--- src/hw/rtl/aip_pkg.sv ---
// aip_pkg: shared types, character codes and digit helpers of the ascii integer parser
// no dependencies; imported by aip_cfg, aip_core and ascii_integer_parser
package aip_pkg;

  localparam int VALUE_WIDTH_DEF = 16;
  localparam int INDEX_WIDTH_DEF = 16;
  localparam int RES_WIDTH       = 16;
  localparam int BASE_WIDTH      = 6;
  localparam int CHAR_WIDTH      = 8;
  localparam int DIGIT_WIDTH     = 7;
  localparam int APB_ADDR_WIDTH  = 3;
  localparam int APB_DATA_WIDTH  = 32;

  // register word index of the base register
  localparam logic REG_BASE_IDX = 1'b0;

  localparam logic [CHAR_WIDTH-1:0] CH_NUL   = 8'h00;
  localparam logic [CHAR_WIDTH-1:0] CH_MINUS = 8'h2D;
  localparam logic [CHAR_WIDTH-1:0] CH_PLUS  = 8'h2B;
  localparam logic [CHAR_WIDTH-1:0] CH_ZERO  = 8'h30;
  localparam logic [CHAR_WIDTH-1:0] CH_NINE  = 8'h39;
  localparam logic [CHAR_WIDTH-1:0] CH_LO_A  = 8'h61;
  localparam logic [CHAR_WIDTH-1:0] CH_LO_Z  = 8'h7A;
  localparam logic [CHAR_WIDTH-1:0] CH_UP_A  = 8'h41;
  localparam logic [CHAR_WIDTH-1:0] CH_UP_Z  = 8'h5A;
  localparam logic [CHAR_WIDTH-1:0] CH_LO_X  = 8'h78;
  localparam logic [CHAR_WIDTH-1:0] CH_UP_X  = 8'h58;
  localparam logic [CHAR_WIDTH-1:0] CH_SPACE = 8'h20;
  localparam logic [CHAR_WIDTH-1:0] CH_TAB   = 8'h09;
  localparam logic [CHAR_WIDTH-1:0] CH_CR    = 8'h0D;
  localparam logic [CHAR_WIDTH-1:0] LETTER_OFS = 8'd10;
  localparam logic [CHAR_WIDTH-1:0] DIGIT_NONE = 8'd99;

  localparam logic [BASE_WIDTH-1:0] BASE_AUTO = 6'd0;
  localparam logic [BASE_WIDTH-1:0] BASE_MIN  = 6'd2;
  localparam logic [BASE_WIDTH-1:0] BASE_OCT  = 6'd8;
  localparam logic [BASE_WIDTH-1:0] BASE_DEC  = 6'd10;
  localparam logic [BASE_WIDTH-1:0] BASE_HEX  = 6'd16;
  localparam logic [BASE_WIDTH-1:0] BASE_MAX  = 6'd36;

  typedef enum logic [2:0] {
    PH_LEAD,
    PH_POSTSIGN,
    PH_ZERO,
    PH_AFTERPFX,
    PH_DIGITS,
    PH_TRAIL,
    PH_FAILED
  } aip_phase_t;

  typedef struct packed {
    logic [RES_WIDTH-1:0] value;
    logic                 failed;
    logic [RES_WIDTH-1:0] stop_index;
  } aip_result_t;

  function automatic logic is_space(input logic [CHAR_WIDTH-1:0] c);
    return (c == CH_SPACE) || (c >= CH_TAB && c <= CH_CR);
  endfunction

  // digit value of 0-9, a-z, A-Z; 99 for anything else
  function automatic logic [DIGIT_WIDTH-1:0] digit_of(input logic [CHAR_WIDTH-1:0] c);
    logic [CHAR_WIDTH-1:0] t;
    t = DIGIT_NONE;
    if (c >= CH_ZERO && c <= CH_NINE) t = c - CH_ZERO;
    else if (c >= CH_LO_A && c <= CH_LO_Z) t = c - CH_LO_A + LETTER_OFS;
    else if (c >= CH_UP_A && c <= CH_UP_Z) t = c - CH_UP_A + LETTER_OFS;
    return t[DIGIT_WIDTH-1:0];
  endfunction

endpackage

--- src/hw/rtl/ascii_integer_parser.sv ---
// ascii_integer_parser: streaming string to integer converter, top level
// depends on aip_pkg, aip_cfg and aip_core
//
// input channel: one byte of a nul-terminated string per transaction on
// in_char_in (in_valid / in_ready); the 0 byte ends the string
// result channel: one transaction per string, issued for the 0 byte:
// out_value (signed, 0 on failure), out_failed, out_stop_index (index of the
// first offending character, 0 when out_failed is low)
// config: apb register 0 at byte address 0 holds the base (2..36, or 0 for
// c-style prefix detection); write it only while no string is in flight
// timing: one byte per cycle sustained; a byte sits one cycle in the input
// register while the parse state takes one multiply-add of the accumulator by
// the base; out_valid rises at the first edge after the 0 byte is accepted
// reset: rst_n (synchronous) clears the parse state and both valids, base to 0
// stall: while a result waits for out_ready, ordinary characters keep flowing;
// only a following 0 byte is held in the input register until the output
// register drains, and in_ready drops behind it
module ascii_integer_parser #(
  parameter int VALUE_WIDTH = aip_pkg::VALUE_WIDTH_DEF,
  parameter int INDEX_WIDTH = aip_pkg::INDEX_WIDTH_DEF
) (
  input  logic                               clk,
  input  logic                               rst_n,
  // input channel
  input  logic                               in_valid,
  output logic                               in_ready,
  input  logic [aip_pkg::CHAR_WIDTH-1:0]     in_char_in,
  // result channel
  output logic                               out_valid,
  input  logic                               out_ready,
  output logic signed [aip_pkg::RES_WIDTH-1:0] out_value,
  output logic                               out_failed,
  output logic [aip_pkg::RES_WIDTH-1:0]      out_stop_index,
  // configuration port
  input  logic                               psel,
  input  logic                               penable,
  input  logic                               pwrite,
  input  logic [aip_pkg::APB_ADDR_WIDTH-1:0] paddr,
  input  logic [aip_pkg::APB_DATA_WIDTH-1:0] pwdata,
  output logic [aip_pkg::APB_DATA_WIDTH-1:0] prdata,
  output logic                               pready
);
  import aip_pkg::*;

  logic                  in_vld_r;
  logic [CHAR_WIDTH-1:0] char_r;
  logic                  out_vld_r;
  aip_result_t           res_r;
  aip_result_t           res;
  logic [BASE_WIDTH-1:0] base;
  logic                  is_end;
  logic                  consume;

  aip_cfg u_cfg (
    .clk     (clk),
    .rst_n   (rst_n),
    .psel    (psel),
    .penable (penable),
    .pwrite  (pwrite),
    .paddr   (paddr),
    .pwdata  (pwdata),
    .prdata  (prdata),
    .pready  (pready),
    .base    (base)
  );

  aip_core #(
    .VALUE_WIDTH (VALUE_WIDTH),
    .INDEX_WIDTH (INDEX_WIDTH)
  ) u_core (
    .clk     (clk),
    .rst_n   (rst_n),
    .step    (consume),
    .char_in (char_r),
    .base    (base),
    .result  (res)
  );

  // a terminator needs a free output slot, any other byte goes straight through
  assign is_end   = (char_r == CH_NUL);
  assign consume  = in_vld_r && (!is_end || !out_vld_r || out_ready);
  assign in_ready = !in_vld_r || consume;

  // input register
  always_ff @(posedge clk) begin
    if (!rst_n) begin
      in_vld_r <= 1'b0;
    end else if (in_ready) begin
      in_vld_r <= in_valid;
    end
  end

  always_ff @(posedge clk) begin
    if (in_ready && in_valid) char_r <= in_char_in;
  end

  // output register
  always_ff @(posedge clk) begin
    if (!rst_n) begin
      out_vld_r <= 1'b0;
    end else if (consume && is_end) begin
      out_vld_r <= 1'b1;
    end else if (out_ready) begin
      out_vld_r <= 1'b0;
    end
  end

  always_ff @(posedge clk) begin
    if (consume && is_end) res_r <= res;
  end

  assign out_valid      = out_vld_r;
  assign out_value      = res_r.value;
  assign out_failed     = res_r.failed;
  assign out_stop_index = res_r.stop_index;

endmodule

--- src/hw/rtl/aip_cfg.sv ---
// aip_cfg: apb register slave holding the number base register
// depends on aip_pkg
module aip_cfg (
  input  logic                               clk,
  input  logic                               rst_n,
  input  logic                               psel,
  input  logic                               penable,
  input  logic                               pwrite,
  input  logic [aip_pkg::APB_ADDR_WIDTH-1:0] paddr,
  input  logic [aip_pkg::APB_DATA_WIDTH-1:0] pwdata,
  output logic [aip_pkg::APB_DATA_WIDTH-1:0] prdata,
  output logic                               pready,
  output logic [aip_pkg::BASE_WIDTH-1:0]     base
);
  import aip_pkg::*;

  logic [BASE_WIDTH-1:0] base_r;
  logic                  sel_base;

  assign sel_base = (paddr[APB_ADDR_WIDTH-1] == REG_BASE_IDX);
  assign pready   = 1'b1;
  assign base     = base_r;

  always_comb begin
    prdata = '0;
    if (sel_base) prdata = {{(APB_DATA_WIDTH-BASE_WIDTH){1'b0}}, base_r};
  end

  always_ff @(posedge clk) begin
    if (!rst_n) begin
      base_r <= BASE_AUTO;
    end else if (psel && penable && pwrite && pready && sel_base) begin
      base_r <= pwdata[BASE_WIDTH-1:0];
    end
  end

endmodule

--- src/hw/rtl/aip_core.sv ---
// aip_core: parse state registers and the one-character update logic
// depends on aip_pkg
module aip_core #(
  parameter int VALUE_WIDTH = aip_pkg::VALUE_WIDTH_DEF,
  parameter int INDEX_WIDTH = aip_pkg::INDEX_WIDTH_DEF
) (
  input  logic                           clk,
  input  logic                           rst_n,
  input  logic                           step,
  input  logic [aip_pkg::CHAR_WIDTH-1:0] char_in,
  input  logic [aip_pkg::BASE_WIDTH-1:0] base,
  output aip_pkg::aip_result_t           result
);
  import aip_pkg::*;

  aip_phase_t             ph_r, ph_nxt;
  logic                   neg_r, neg_nxt;
  logic [VALUE_WIDTH-1:0] acc_r, acc_nxt;
  logic [BASE_WIDTH-1:0]  ab_r, ab_nxt;
  logic [INDEX_WIDTH-1:0] cidx_r, cidx_nxt;
  logic [INDEX_WIDTH-1:0] fidx_r, fidx_nxt;
  logic                   fs_r, fs_nxt;

  logic                   sp;
  logic [DIGIT_WIDTH-1:0] dig;
  logic [VALUE_WIDTH-1:0] mag;
  logic [VALUE_WIDTH+RES_WIDTH-1:0] val_wide;
  logic [INDEX_WIDTH+RES_WIDTH-1:0] idx_wide;

  assign sp  = is_space(char_in);
  assign dig = digit_of(char_in);

  // next state for one character
  always_comb begin
    logic                              start;
    logic                              run_dig;
    logic                              fail;
    logic [BASE_WIDTH-1:0]             sb;
    logic [VALUE_WIDTH+BASE_WIDTH-1:0] prod;
    ph_nxt   = ph_r;
    neg_nxt  = neg_r;
    acc_nxt  = acc_r;
    ab_nxt   = ab_r;
    fidx_nxt = fidx_r;
    fs_nxt   = fs_r;
    start    = 1'b0;
    run_dig  = 1'b0;
    fail     = 1'b0;
    sb       = BASE_DEC;
    prod     = '0;
    unique case (ph_r)
      PH_LEAD: begin
        if (!sp) begin
          if (char_in == CH_MINUS || char_in == CH_PLUS) begin
            neg_nxt = (char_in == CH_MINUS);
            ph_nxt  = PH_POSTSIGN;
          end else begin
            start = 1'b1;
          end
        end
      end
      PH_POSTSIGN: begin
        if (!sp) start = 1'b1;
      end
      PH_ZERO: begin
        if (char_in == CH_LO_X || char_in == CH_UP_X) begin
          ab_nxt = BASE_HEX;
          ph_nxt = PH_AFTERPFX;
        end else begin
          run_dig = 1'b1;
        end
      end
      PH_AFTERPFX: begin
        if (char_in == CH_NUL) fail = 1'b1;
        else run_dig = 1'b1;
      end
      PH_DIGITS: begin
        run_dig = 1'b1;
      end
      PH_TRAIL: begin
        if (char_in != CH_NUL && !sp) fail = 1'b1;
      end
      PH_FAILED: begin
      end
      default: begin
      end
    endcase

    // first character of the number field
    if (start) begin
      if (base == BASE_AUTO && char_in == CH_ZERO) begin
        ab_nxt = BASE_OCT;
        ph_nxt = PH_ZERO;
      end else begin
        sb     = (base == BASE_AUTO) ? BASE_DEC : base;
        ab_nxt = sb;
        if (sb < BASE_MIN || sb > BASE_MAX || char_in == CH_NUL) fail = 1'b1;
        else run_dig = 1'b1;
      end
    end

    // digit accumulation, wraps modulo 2^VALUE_WIDTH
    if (run_dig) begin
      ph_nxt = PH_DIGITS;
      if (char_in != CH_NUL) begin
        if ({1'b0, ab_nxt} > dig) begin
          prod    = acc_r * ab_nxt;
          acc_nxt = prod[VALUE_WIDTH-1:0] + VALUE_WIDTH'(dig);
        end else if (sp) begin
          ph_nxt = PH_TRAIL;
        end else begin
          fail = 1'b1;
        end
      end
    end

    if (fail) begin
      ph_nxt = PH_FAILED;
      if (!fs_r) begin
        fs_nxt   = 1'b1;
        fidx_nxt = cidx_r;
      end
    end
  end

  assign cidx_nxt = (cidx_r == {INDEX_WIDTH{1'b1}}) ? cidx_r : cidx_r + 1'b1;

  // result fields, meaningful when the string terminator is processed
  always_comb begin
    mag      = neg_nxt ? (VALUE_WIDTH'(0) - acc_nxt) : acc_nxt;
    val_wide = {{RES_WIDTH{1'b0}}, mag};
    idx_wide = {{RES_WIDTH{1'b0}}, fidx_nxt};
    result.failed     = fs_nxt;
    result.value      = fs_nxt ? '0 : val_wide[RES_WIDTH-1:0];
    result.stop_index = fs_nxt ? idx_wide[RES_WIDTH-1:0] : '0;
  end

  always_ff @(posedge clk) begin
    if (!rst_n) begin
      ph_r   <= PH_LEAD;
      neg_r  <= 1'b0;
      acc_r  <= '0;
      ab_r   <= '0;
      cidx_r <= '0;
      fidx_r <= '0;
      fs_r   <= 1'b0;
    end else if (step) begin
      if (char_in == CH_NUL) begin
        ph_r   <= PH_LEAD;
        neg_r  <= 1'b0;
        acc_r  <= '0;
        ab_r   <= '0;
        cidx_r <= '0;
        fidx_r <= '0;
        fs_r   <= 1'b0;
      end else begin
        ph_r   <= ph_nxt;
        neg_r  <= neg_nxt;
        acc_r  <= acc_nxt;
        ab_r   <= ab_nxt;
        cidx_r <= cidx_nxt;
        fidx_r <= fidx_nxt;
        fs_r   <= fs_nxt;
      end
    end
  end

endmodule
--- config.mk ---
export PLATFORM = sky130hd
export DESIGN_NAME = ascii_integer_parser
export DESIGN_NICKNAME = d
export VERILOG_FILES = /design/src/hw/rtl/aip_pkg.sv /design/src/hw/rtl/ascii_integer_parser.sv /design/src/hw/rtl/aip_cfg.sv /design/src/hw/rtl/aip_core.sv
export SDC_FILE = /design/constraint.sdc
export NUM_CORES = 1
export LEC_CHECK = 0
export BUFFER_PORTS_ARGS = -buffer_cell sky130_fd_sc_hd__buf_2
export CAP_MARGIN = 20
export CORE_ASPECT_RATIO = 1.75
export CORE_MARGIN = 8
export CORE_UTILIZATION = 55
export DETAILED_ROUTE_END_ITERATION = 8
export PLACE_DENSITY = 0.85
export SLEW_MARGIN = 25
export SYNTH_ARGS = -nofsm -noshare
export SYNTH_HDL_FRONTEND = slang
export SYNTH_SLANG_ARGS = --single-unit
--- constraint.sdc ---
create_clock -name clk -period 13.55 [get_ports clk]
set_input_delay 2.71 -clock clk [delete_from_list [all_inputs] [get_ports clk]]
set_output_delay 2.71 -clock clk [all_outputs]
set_load 0.005 [all_outputs]
Word level (Yosys, flattened, before mapping). Index checks and enable logic that the tools add are counted.

Register bits after elaboration: 108. Input port bits: 50. Word-level logic and storage cells: 138.

Add/sub/neg operators: 8. Multipliers: 1. $lt $le $gt $ge: 11. Eq/ne operators: 13. Mux-type cells: 60. Bitwise logic cells: 1. Reductions and logical operators: 30.

Operator list (count): 16-bit two-way mux (10); 6-bit two-way mux (7); 8-bit by 6-bit == test with 1-bit output, second input constant (4); 3-bit two-way mux (10); 1-bit two-way mux (26); 7-bit two-way mux (3); 16-bit by 1-bit adder with 16-bit output, second input constant (1); 16-bit by 7-bit adder with 16-bit output (1); 16-bit == test, second input constant (1); 8-bit by 7-bit == test with 1-bit output, second input constant (2); 8-bit by 7-bit greater-or-equal comparator with 1-bit output, second input constant (2); 8-bit by 7-bit <= comparator with 1-bit output, second input constant (2); 16-bit by 6-bit multiplier with 16-bit output (1); 1-bit by 16-bit subtractor with 16-bit output, first input constant (1); 7-bit by 4-bit adder with 7-bit output, second input constant (2); 7-bit subtractor, second input constant (2); 1-bit logical AND (12); 8-bit by 4-bit greater-or-equal comparator with 1-bit output, second input constant (1); 8-bit by 6-bit greater-or-equal comparator with 1-bit output, second input constant (1); 8-bit by 4-bit <= comparator with 1-bit output, second input constant (1); 8-bit by 6-bit <= comparator with 1-bit output, second input constant (1); 8-bit zero test (1); 1-bit logical OR (8); 8-bit nonzero test (1); other kinds (17) (23).

Logic depth before layout (Yosys ltp). Gate-level depths: netlist of the first run.

Depth in word-level cells: 16. Depth in mapped cells: 32. Gate-level depth less buffers: 28.

Cells and area by module. From an unflattened synthesis of the first run, not the netlist that was laid out.

Cell total of the unflattened synthesis: 1000. Area total of the unflattened synthesis: 8846.0 um^2.

By module, submodules not included: aip_core (instances 1, cells each 882, area each 6959.2 um^2); ascii_integer_parser (instances 1, cells each 56, area each 1373.8 um^2); aip_cfg (instances 1, cells each 62, area each 513.0 um^2).

Least setup slack after synthesis of the first run. No wires, ideal clock.

Path kind: register -> register. From: reg char_r[1]. To: reg res_r, in the netlist out_value[15] (data pin). Library setup time: 0.260 ns. Data arrival time: 7.115 ns. Required time: 13.290 ns. Setup slack: 6.175 ns. Cell stages (with the launch flop): 33. Path buffers: 4. Period minus slack after synthesis: 7.375 ns. Cells stage by stage: edfxtp_1 inv_1 ha_1 nor3b_1 nand3_1 o311ai_4 nand2b_1 buf_4 nor2_1 or2_2 clkbuf_1 clkbuf_1 and2_1 fa_1 inv_1 fa_1 inv_1 fa_1 inv_1 fa_1 inv_1 ha_1 clkbuf_1 a211oi_1 nor2_1 a2111oi_0 nor2_1 o41ai_1 o21ai_0 a21oi_1 xor3_1 mux2i_1 mux2_2.

Cells in the longest elaborated chain, start to end: 15. Elaborated cells between the ends (all ways): 71.

Ends and longest elaborated chain: start, declared (RTL line ascii_integer_parser.sv:46) `logic [CHAR_WIDTH-1:0] char_r;`; start signal, assigned (RTL line ascii_integer_parser.sv:94) `if (in_ready && in_valid) char_r <= in_char_in;`; branches (longest 15 deep; another with 16-bit by 6-bit multiplier with 16-bit output); end signal, assigned (RTL line ascii_integer_parser.sv:109) `if (consume && is_end) res_r <= res;`; end, declared (RTL line ascii_integer_parser.sv:48) `aip_result_t res_r;`.

Parallel ways; which one is timed is not known. A chain may end at the register's enable or synchronous reset.

Final worst setup path of the first run. Same ends and word-level chain as after synthesis.

==> flow_summary_export.csv, run 1 <==
group,metric,value,unit
route,drt_iter0_markers,531,
global_route,grt_max_degree,54,
power,total_power,0.000734,W
clock_tree,numClockSinks,108,
sta,fin_crit_sh,0.613,
logic_synthesis,ys_seq_area_frac,0.294,
logic_synthesis,syn_inst,973,
route,vias_per_cell,6.08,
critical_path,slowest_stage,"fa_1",
cells_and_area,n_antenna_cell,0,
clock_tree,postCtsHoldBufs,0,
cells_and_area,post-route-cell-area,9390,um2
route,met1Wirelength,7700,um
critical_path,path_class,"register to register",
route,ant_nets,0,
logic_synthesis,yosys.area_share.simple,0.225,
logic_synthesis,avgSynthCellArea,9.00,um2
critical_path,crit_buf_inv,5,
min_path,hold_path_class,"register to register",
clock_tree,clk_latency,0.36,ns
sta,hold-worst-slack,0.529,ns
logic_synthesis,synth_warnings,0,
min_path,holdPathEnd,"u_core.fidx_r[11]",
sta,hold_viol,0,
global_route,grt_pass1_vias,7251,
logic_synthesis,synth_ff_type,"dfxtp_1",
cells_and_area,layout-drive-gt1-share,0.111,
flow_run,maxCapViolCount,0,
sta,rsz0062_at_grt,"false",
sta,worst_slack,5.24,ns
power,pwr_density_cell,78.1,nW/um2
sta,fmax,120,MHz
clock_tree,clk_pin_slew,0.09,ns
critical_path,arrival,8.43,ns
critical_path,start_kind,"register",
route,wl,22200,um
critical_path,path_delay_family,"adder cells",
sta,slew_headroom,0.275,
critical_path,ff2ff_setup_slack,5.24,ns
global_route,antenna_found_initial,0,
clock_tree,cts_buffers,9,
sta,finClkSkew,0.0140,ns
clock_tree,cts-root-buf,"clkbuf_16",
route,wire_per_inst,18.5,um
critical_path,reg2regPathDepth,28,
route,dr.pass1.iters,5,
place,dpl-instance-area,9040,um2
logic_synthesis,synthesis.area,8760,um2
logic_synthesis,synth_top_family_by_area,"simple AND/OR/NAND/NOR gates",
clock_tree,cts_setup_buffers,0,
die,die_y,183,um
place,dp_slack,5.37,ns
die,io_pins,118,
sta,min_period,8.31,ns
critical_path,cpPeakStageDelay,0.53,ns
critical_path,crit_path_frequent_cell,"inv_1",
place,post-dp-hpwl,16100,um
critical_path,reg2reg_from,"char_r[1]",
cells_and_area,area_delta_synth_final,7.26,%
logic_synthesis,synth_compound_area_frac,0.143,
critical_path,worstPathRequired,13.67,ns
global_route,grt.overflow.total,0,
die,start_util,0.557,
clock_tree,cts-htree-levels,3,
global_route,grt_pass1_wl,35900,um
logic_synthesis,synth_xor_xnor_area_share,0.0500,
cells_and_area,finalNetCount,1149,
route,dr_wl_met2,12000,um
route,dr_wl_met3,1500,um
sta,setup-tns-final,0,ns
place,portBuffers,62,
logic_synthesis,synth.mux.area_fraction,0.0361,
logic_synthesis,ys_types,83,
place,gp_congestion,0.928,
logic_synthesis,synth-edff-count,41,
clock_tree,cts_buffer_depth,2,
power,ir_drop,0.0802,mV
min_path,hold_start,"u_core.fidx_r[11]",
die,row_count,61,
critical_path,timing.critical_path.from,"char_r[1]",
global_route,grt_usage,0.215,
min_path,hold_path_depth,2,
sta,final_max_slew_viol_count,0,
die,placeableCoreArea,15700,um2
logic_synthesis,synthAdderAreaFrac,0.181,
critical_path,regToRegEndpoint,"out_value[15]",
sta,finalSetupViolations,0,
clock_tree,cts_tree,"done",
clock_tree,post_cts_resized,0,
route,drc,0,
sta,tightest_slew,1.08,ns
logic_synthesis,synth-async-reset-ratio,0,
critical_path,crit_path_end_kind,"register",
critical_path,crit_path_max_fanout,16,
die,die_w,111,um
die,die-area,20400,um2
route,top_layer_used,"met4",
status,status,"finished, final reports clean",
logic_synthesis,ys_ff_latch,108,
power,p_leak,3.93,nW
route,vias,7268,
per-stage QoR:
step	utilization	std cells
2_1_floorplan	-	998
3_3_place_gp	0.575	1179
3_5_place_dp	0.575	1179
4_1_cts	0.595	1195
5_1_grt	0.597	1196
6_report	0.597	1196
registers in the layout (all words and copies together) (netlist names):
| name | count |
|---|---|
| out_stop_index | 16 |
| out_value | 16 |
| u_core.acc_r | 16 |
| u_core.cidx_r | 16 |
| u_core.fidx_r | 16 |
| char_r | 8 |
| u_cfg.base | 6 |
| u_core.ab_r | 6 |
| u_core.ph_r | 3 |
| in_vld_r | 1 |
| out_failed | 1 |
| out_valid | 1 |
| u_core.fs_r | 1 |
| u_core.neg_r | 1 |
how the worst max path moves through the flow:
stage / to / cells past startpoint
global route: out_value[15] / 28
finish: out_value[15] / 28
CTS: out_value[15] / 26
detailed placement: out_value[15] / 26
global placement: out_value[15] / 26
floorplan: out_value[15] / 32
worst register-to-register path, delay by kind of cell (launching register included):
family          cells  cell delay, ns
compound gates      7            1.72
xor+xnor            1            0.26
fa+ha+maj           6            2.60
buf+inv             5            0.37
flops               1            0.52
mux                 2            0.60
simple gates        7            2.01
logic make-up after synthesis:
logic type                 count (synthesis)
muxes                                     30
xor gates and xnor gates                  45
buffers and inverters                    130
other                                      2
adders and majority gates                 97
and+or+nand+nor                          378
DFF                                      108
AOI/OAI and AO/OA                        183
synthesized netlist by cell type (17+ instances only):
library cell / n / area (um2)
a21oi_1: 30 / 150
a22oi_1: 30 / 225
and2_1: 70 / 438
buf_4: 31 / 233
clkbuf_1: 36 / 135
dfxtp_1: 67 / 1340
edfxtp_1: 41 / 1230
fa_1: 49 / 981
ha_1: 48 / 601
inv_1: 54 / 203
mux2i_1: 23 / 230
nand2_1: 95 / 357
nand3_1: 18 / 90.1
nor2_1: 77 / 289
nor2b_1: 48 / 300
o21ai_0: 47 / 235
xnor2_1: 17 / 149
xor2_1: 25 / 219
area by class of cell:
cell class	count	area [um2]
fill	1310	6330
multi-input combinational	760	5690
sequential	108	2570
timing repair buffer	69	375
tap	189	236
clock buffer	9	225
inverter	54	203
clock inverter	7	96.3
metal layers:
layer / GRT usage / up-vias
met5: 0 / -
met4: 0.121 / 0
met3: 0.0402 / 83
met2: 0.401 / 338
met1: 0.220 / 3516
li1: - / 3331
placed cells by master, fill, tap and decap left out, drive strengths merged, types with 3 or more instances in the layout:
cell type  count
conb          27
nor2          78
mux2i         23
or4b           3
and2          70
nor4           3
o21a           8
xor2          25
edfxtp        41
nor2b         48
a31oi          8
a21boi         5
xnor2         17
a211oi         5
nand4          6
o21ai         52
fa            49
nand2         96
a22oi         30
or2            6
dfxtp         67
clkbuf         9
ha            48
buf           69
nand3         18
nor3          10
and3          12
nand2b        11
clkinv         4
o41ai          3
a22o           3
a21o           8
inv           57
a21oi         30
o211ai         6
mux2           7
power by group:
part / switching [W] / total (W) / internal (W) / leakage, nW
Sequential: 0.00000726 / 0.000347 / 0.000339 / 0.931
Clock: 0.000141 / 0.000277 / 0.000135 / 0.155
Combinational: 0.0000746 / 0.000110 / 0.0000358 / 2.84
No activity file was read; power rests on OpenSTA's default activity.
==> run 2, diff against run 1 <==
--- a/config.mk
+++ b/config.mk
@@ -5,13 +5,14 @@
 export SDC_FILE = /design/constraint.sdc
 export NUM_CORES = 1
 export LEC_CHECK = 0
+export ABC_AREA = 1
 export BUFFER_PORTS_ARGS = -buffer_cell sky130_fd_sc_hd__buf_2
 export CAP_MARGIN = 20
 export CORE_ASPECT_RATIO = 1.75
 export CORE_MARGIN = 8
-export CORE_UTILIZATION = 55
+export CORE_UTILIZATION = 54
 export DETAILED_ROUTE_END_ITERATION = 8
-export PLACE_DENSITY = 0.85
+export PLACE_DENSITY = 0.86
 export SLEW_MARGIN = 25
 export SYNTH_ARGS = -nofsm -noshare
 export SYNTH_HDL_FRONTEND = slang
==> constraint.sdc (replaced) <==
create_clock -name clk -period 7.1 [get_ports clk]
set_input_delay 1.42 -clock clk [delete_from_list [all_inputs] [get_ports clk]]
set_output_delay 1.42 -clock clk [all_outputs]
set_load 0.005 [all_outputs]
==> run 2 against run 1 <==
  * Design area up 3.6%
  * Register-to-register slack got worse by 4.8 ns
  * Maximum frequency up 25%
  * Via count rose by 15%
  * Global-route usage rose by 1.3 points
  * Clock-buffer cell count did not move
  * Non-clock buffer count up 18
  * Critical path depth rose by 5
  * Clock power increased by 90%
  * Critical path type unchanged
  * Critical endpoint is now out_value[12]
  * Largest cell class unchanged
  * Largest power group unchanged
==> flow_summary_export.csv, run 2 <==
group,metric,value,unit
logic_synthesis,synth_warnings,0,
logic_synthesis,synthesis.area,8930,um2
sta,hold_viol,0,
logic_synthesis,synth-edff-count,41,
global_route,grt_pass1_wl,38700,um
route,top_layer_used,"met4",
logic_synthesis,ys_ff_latch,108,
logic_synthesis,ys_top_cells_by_area,"dfxtp_1 15%, edfxtp_1 14%, nand2_1 12%",
power,ir_drop,0.170,mV
logic_synthesis,synth_ff_type,"dfxtp_1",
logic_synthesis,synth_xor_xnor_area_share,0.0137,
logic_synthesis,synth-async-reset-ratio,0,
clock_tree,cts_buffers,9,
sta,setup-tns-final,0,ns
critical_path,reg2regPathDepth,33,
sta,finalSetupViolations,0,
route,dr.pass1.iters,5,
logic_synthesis,avgSynthCellArea,7.28,um2
sta,slew_headroom,0.430,
logic_synthesis,syn_inst,1227,
cells_and_area,layout-drive-gt1-share,0.125,
logic_synthesis,yosys.area.top_type,"dfxtp_1",
logic_synthesis,yosys.area_share.simple,0.263,
min_path,holdPathEnd,"u_core.ab_r[0]",
critical_path,worstPathRequired,7.23,ns
logic_synthesis,synth.most_common_cell,"nand2_1",
min_path,hold_path_class,"register to register",
logic_synthesis,ys_seq_area_frac,0.288,
flow_run,maxCapViolCount,0,
route,wire_per_inst,15.7,um
sta,fin_crit_sh,0.935,
cells_and_area,mostFrequentLayoutCell,"nand2_1",
die,row_count,62,
global_route,grt.overflow.total,0,
global_route,grt_max_degree,46,
place,post-dp-hpwl,17800,um
status,status,"finished, final reports clean",
critical_path,crit_path_max_fanout,9,
logic_synthesis,synth.mux.area_fraction,0,
global_route,grt_pass1_vias,8336,
cells_and_area,fin_util,0.598,
clock_tree,cts-htree-levels,3,
critical_path,arrival,6.76,ns
logic_synthesis,ys_top_cells_by_count,"290 x nand2_1, 172 x inv_1, 130 x nor2_1",
place,gp_congestion,0.982,
route,vias_per_cell,5.62,
min_path,hold_path_depth,2,
clock_tree,cts-root-buf,"clkbuf_16",
critical_path,slowest_stage,"fa_1",
clock_tree,cts_buffer_depth,2,
route,met1Wirelength,8320,um
sta,finClkSkew,0.0135,ns
critical_path,reg2reg_from,"char_r[0]",
place,place_inst,1459,
cells_and_area,nFillCells,1496,
clock_tree,cts_tree,"done",
logic_synthesis,netlist.area_leader.share,0.150,
cells_and_area,final_cell_mix,"290 x nand2_1, 170 x inv_1, 128 x nor2_1, 89 x a21oi_1, 67 x dfxtp_1",
clock_tree,clk_pin_slew,0.09,ns
logic_synthesis,synthAdderAreaFrac,0.177,
route,dr_wl_met2,12300,um
critical_path,regToRegEndpoint,"out_value[12]",
die,start_util,0.548,
critical_path,cpPeakStageDelay,0.54,ns
critical_path,path_class,"register to register",
min_path,hold_start,"u_core.ab_r[0]",
sta,tightest_slew,0.853,ns
route,ant_nets,0,
power,p_leak,4.56,nW
critical_path,start_kind,"register",
clock_tree,numClockSinks,108,
route,dr_wl_met3,1250,um
logic_synthesis,synth_compound_area_frac,0.136,
power,pwr_density_cell,178,nW/um2
die,die_y,186,um
route,drt_iter0_markers,514,
sta,fmax,151,MHz
die,die-area,21100,um2
logic_synthesis,synth_top_family_by_area,"simple AND/OR/NAND/NOR gates",
cells_and_area,area_delta_synth_final,9.01,%
die,die_w,113,um
die,placeableCoreArea,16300,um2
global_route,grt_usage,0.228,
route,wl,23400,um
route,vias,8363,
sta,final_max_slew_viol_count,0,
critical_path,crit_path_end_kind,"register",
critical_path,ff2ff_setup_slack,0.46,ns
logic_synthesis,ys_types,48,
place,portBuffers,62,
clock_tree,postCtsHoldBufs,0,
cells_and_area,n_antenna_cell,0,
cells_and_area,fin_cells,1487,
cells_and_area,finalNetCount,1437,
route,drc,0,
critical_path,crit_path_frequent_cell,"nand2_1",
global_route,antenna_found_initial,0,
sta,min_period,6.64,ns
die,io_pins,118,
clock_tree,clk_latency,0.36,ns
## run 2: cell count changes in the layout (fill, tap and decap cells not counted), moves of 19 or more
cell | previous run | this run
a21oi_1 | 30 | 89
nor2_1 | 76 | 128
nor2b_1 | 48 | 0
buf_4 | 6 | 25
nand3_1 | 18 | 55
a22oi_1 | 30 | 0
inv_1 | 54 | 170
mux2i_1 | 23 | 0
nand2_1 | 95 | 290
and2_1 | 70 | 0
## run 2: layer usage
metal	up-vias	track usage
met3	92	0.0286
met5	-	0
met4	0	0.145
met1	3906	0.230
met2	334	0.434
li1	4031	-
## run 2: worst max path at each step
stage	end	from	cells after the start	slack (ns)
after global routing	out_value[15]	char_r[0]	36	-0.03
after detailed placement	out_value[15]	char_r[0]	34	0.43
after global placement	out_value[15]	char_r[0]	35	0.50
after floorplan	out_value[15]	char_r[0]	39	1.04
final	out_value[12]	char_r[0]	33	0.46
after CTS	out_value[15]	char_r[0]	34	0.44
## run 2: what timing repair did
item | CTS | global route
resized for setup | 0 | 6
setup buffers | 0 | 12
endpoints found under the setup margin | 0 | 5
endpoints found under the hold margin | 0 | 0
## run 2: cell type report
cell class | count | area [um2] | share of cell area
clock buffers | 9 | 225 | 0.0231
multi-input cells | 894 | 5390 | 0.554
repair buffers | 87 | 498 | 0.0512
flip-flops and latches | 108 | 2570 | 0.264
well taps | 192 | 240 | 0.0247
inverters | 190 | 717 | 0.0737
clock inverters | 7 | 91.3 | 0.00938
## run 2: where the power goes
part           internal [W]  leakage [nW]  total (W)  switching, W
registers          0.000670         0.930   0.000690     0.0000194
clock network      0.000256         0.152   0.000526      0.000271
logic              0.000162          3.48   0.000518      0.000356
## run 2: stage by stage
stage	hold WS, ns	area [um2]	power, W	setup slack, ns
2_1_floorplan	0.445	9020	0.00108	1.04
3_3_place_gp	0.451	9310	0.00118	0.497
3_5_place_dp	0.455	9310	0.00119	0.431
4_1_cts	0.467	9620	0.00172	0.437
5_1_grt	0.491	9730	0.00183	-0.0303
6_report	0.468	9730	0.00173	0.465
## run 2: worst max-delay path: cells and delay by family (launching register included)
kind | cells | cell delay (ns)
AOI/OAI and AO/OA | 3 | 0.72
xor gates and xnor gates | 1 | 0.11
adders and majority gates | 6 | 2.43
buffers and inverters | 6 | 0.48
DFF | 1 | 0.49
and+or+nand+nor | 17 | 2.15
## run 2: kinds of logic (layout without fill, tap and decap cells)
group	Yosys count	in the layout
AO/OA/AOI/OAI	209	209
other	2	27
buffers and inverters	250	293
adder cells (fa/ha/maj)	97	97
AND/OR/NAND/NOR	547	547
XOR/XNOR	14	14
flip-flops	108	108
==> run 3, diff against run 2 <==
--- a/config.mk
+++ b/config.mk
@@ -10,9 +10,10 @@
 export CAP_MARGIN = 20
 export CORE_ASPECT_RATIO = 1.75
 export CORE_MARGIN = 8
-export CORE_UTILIZATION = 54
+export CORE_UTILIZATION = 40
+export CTS_BUF_LIST = sky130_fd_sc_hd__clkbuf_8
 export DETAILED_ROUTE_END_ITERATION = 8
-export PLACE_DENSITY = 0.86
+export PLACE_DENSITY = 0.67
 export SLEW_MARGIN = 25
 export SYNTH_ARGS = -nofsm -noshare
 export SYNTH_HDL_FRONTEND = slang
==> constraint.sdc (replaced) <==
create_clock -name clk -period 7.7 [get_ports clk]
set_input_delay 1.54 -clock clk [delete_from_list [all_inputs] [get_ports clk]]
set_output_delay 1.54 -clock clk [all_outputs]
set_load 0.005 [all_outputs]
==> run 3 against run 2 <==
  * Setup slack better by 0.31 ns
  * Non-clock buffer count down 19
  * Largest power group unchanged
  * Cell count up 5.7%
  * Sequential power down 7.8%
  * Clock power down 33%
  * Design area down 1.6%
  * Worst hold slack better by 0.0055 ns
==> flow_summary_export.csv, run 3 (synthesis results as in run 2) <==
group,metric,value,unit
die,die_y,214,um
global_route,grt.overflow.total,0,
power,p_sw,0.000561,W
critical_path,cpPeakStageDelay,0.55,ns
place,post-dp-hpwl,18000,um
cells_and_area,layout-drive-gt1-share,0.108,
cells_and_area,nFillCells,2288,
flow_run,maxCapViolCount,0,
status,status,"finished, final reports clean",
route,drt_iter0_markers,476,
place,gp_congestion,0.941,
min_path,hold_start,"u_core.fidx_r[12]",
place,portBuffers,62,
power,ir_drop,0.151,mV
power,pwr_density_cell,150,nW/um2
min_path,holdPathEnd,"u_core.fidx_r[12]",
power,p_int,0.000876,W
global_route,grt_max_degree,48,
route,dr.pass1.iters,6,
critical_path,path_class,"register to register",
cells_and_area,final_cell_mix,"290 x nand2_1, 172 x inv_1, 129 x nor2_1, 89 x a21oi_1, 67 x dfxtp_1",
clock_tree,cts_tree,"done",
cells_and_area,mostFrequentLayoutCell,"nand2_1",
sta,finalSetupViolations,0,
sta,tightest_slew,0.871,ns
critical_path,ff2ff_setup_slack,0.78,ns
critical_path,worstPathRequired,7.89,ns
global_route,grt_pass1_wl,37700,um
global_route,antenna_found_initial,0,
sta,rsz0062_at_grt,"false",
global_route,grt_pass1_vias,8026,
clock_tree,cts_buffer_depth,2,
min_path,hold_path_depth,2,
critical_path,reg2regPathDepth,37,
power,combPwrFrac,0.311,
route,drc,0,
critical_path,slowest_stage,"fa_1",
sta,min_period,6.92,ns
critical_path,path_delay_family,"adder cells",
power,clock_power_share,0.246,
clock_tree,numClockSinks,108,
die,row_count,72,
clock_tree,cts_buffers,9,
route,ant_nets,0,
power,p_leak,4.41,nW
clock_tree,clk_latency,0.42,ns
die,die_w,129,um
cells_and_area,area_delta_synth_final,7.23,%
sta,hold-worst-slack,0.473,ns
sta,finClkSkew,0.0166,ns
die,placeableCoreArea,22000,um2
sta,hold_viol,0,
route,vias_per_cell,5.10,
die,die-area,27500,um2
sta,fmax,144,MHz
sta,setup-tns-final,0,ns
power,seqPwrFrac,0.443,
critical_path,crit_path_frequent_cell,"nand2_1",
route,wire_per_inst,14.6,um
critical_path,crit_path_end_kind,"register",
sta,final_max_slew_viol_count,0,
clock_tree,cts-htree-levels,3,
sta,fin_crit_sh,0.899,
clock_tree,cts_setup_buffers,0,
route,wl,22900,um
sta,slew_headroom,0.418,
cells_and_area,n_antenna_cell,0,
global_route,grt_usage,0.173,
cells_and_area,finalNetCount,1418,
min_path,hold_path_class,"register to register",
power,switching_share,0.391,
critical_path,crit_path_max_fanout,13,
critical_path,reg2reg_from,"char_r[0]",
die,start_util,0.406,
critical_path,regToRegEndpoint,"out_value[15]",
clock_tree,post_cts_resized,0,
route,vias,8011,
critical_path,start_kind,"register",
clock_tree,cts-root-buf,"clkbuf_8",
clock_tree,postCtsHoldBufs,0,
die,io_pins,118,
critical_path,crit_buf_inv,7,
critical_path,arrival,7.11,ns
clock_tree,clk_pin_slew,0.11,ns
-- run 3: routing by layer --
metal / global-route usage / vias to the layer above / part of all wire
li1: - / 3977 / -
met1: 0.172 / 3781 / 0.37
met2: 0.331 / 189 / 0.54
met3: 0.0189 / 64 / 0.038
met4: 0.110 / 0 / 0.052
met5: 0 / - / 0
-- run 3: power groups by stage --
| stage | logic (W) | registers [W] | clock network, W |
|---|---|---|---|
| after floorplan | 0.000357 | 0.000642 | 0 |
| after global placement | 0.000438 | 0.000649 | 0 |
| after detailed placement | 0.000445 | 0.000649 | 0 |
| after CTS | 0.000448 | 0.000636 | 0.000367 |
| after global routing | 0.000511 | 0.000639 | 0.000380 |
| final | 0.000447 | 0.000636 | 0.000354 |
-- run 3: area by class of cell --
class / instances / area [um2] / area share
clock inverter: 7 / 67.6 / 0.00706
multi-input combinational: 894 / 5370 / 0.561
timing repair buffer: 68 / 355 / 0.0371
inverter: 190 / 713 / 0.0745
tap: 296 / 370 / 0.0387
clock buffer: 9 / 124 / 0.0129
sequential: 108 / 2570 / 0.269
-- run 3: metrics by stage --
| step | instances | cell area, um2 | util | setup slack [ns] | total power [W] |
|---|---|---|---|---|---|
| floorplan | 1252 | 9020 | - | 1.64 | 0.000999 |
| global placement | 1556 | 9380 | 0.427 | 0.867 | 0.00109 |
| detailed placement | 1556 | 9380 | 0.427 | 0.790 | 0.00109 |
| CTS | 1572 | 9580 | 0.436 | 0.755 | 0.00145 |
| global route | 1572 | 9580 | 0.436 | 0.129 | 0.00153 |
| finish | 1572 | 9580 | 0.436 | 0.776 | 0.00144 |
-- run 3: how the worst max path moves through the flow --
stage / start / to / slack (ns) / depth (start not counted)
3_5_place_dp: char_r[0] / out_value[13] / 0.79 / 34
3_3_place_gp: char_r[0] / out_value[13] / 0.87 / 34
6_report: char_r[0] / out_value[15] / 0.78 / 37
4_1_cts: char_r[0] / out_value[13] / 0.75 / 34
2_1_floorplan: char_r[0] / out_value[15] / 1.64 / 39
5_1_grt: char_r[0] / out_value[15] / 0.13 / 36
-- run 3: worst min-delay path: cells and delay by family (launching register included) --
kind             cells  cell delay [ns]
flip-flops           1             0.33
AND/OR/NAND/NOR      1             0.06
AO/OA/AOI/OAI        1             0.05
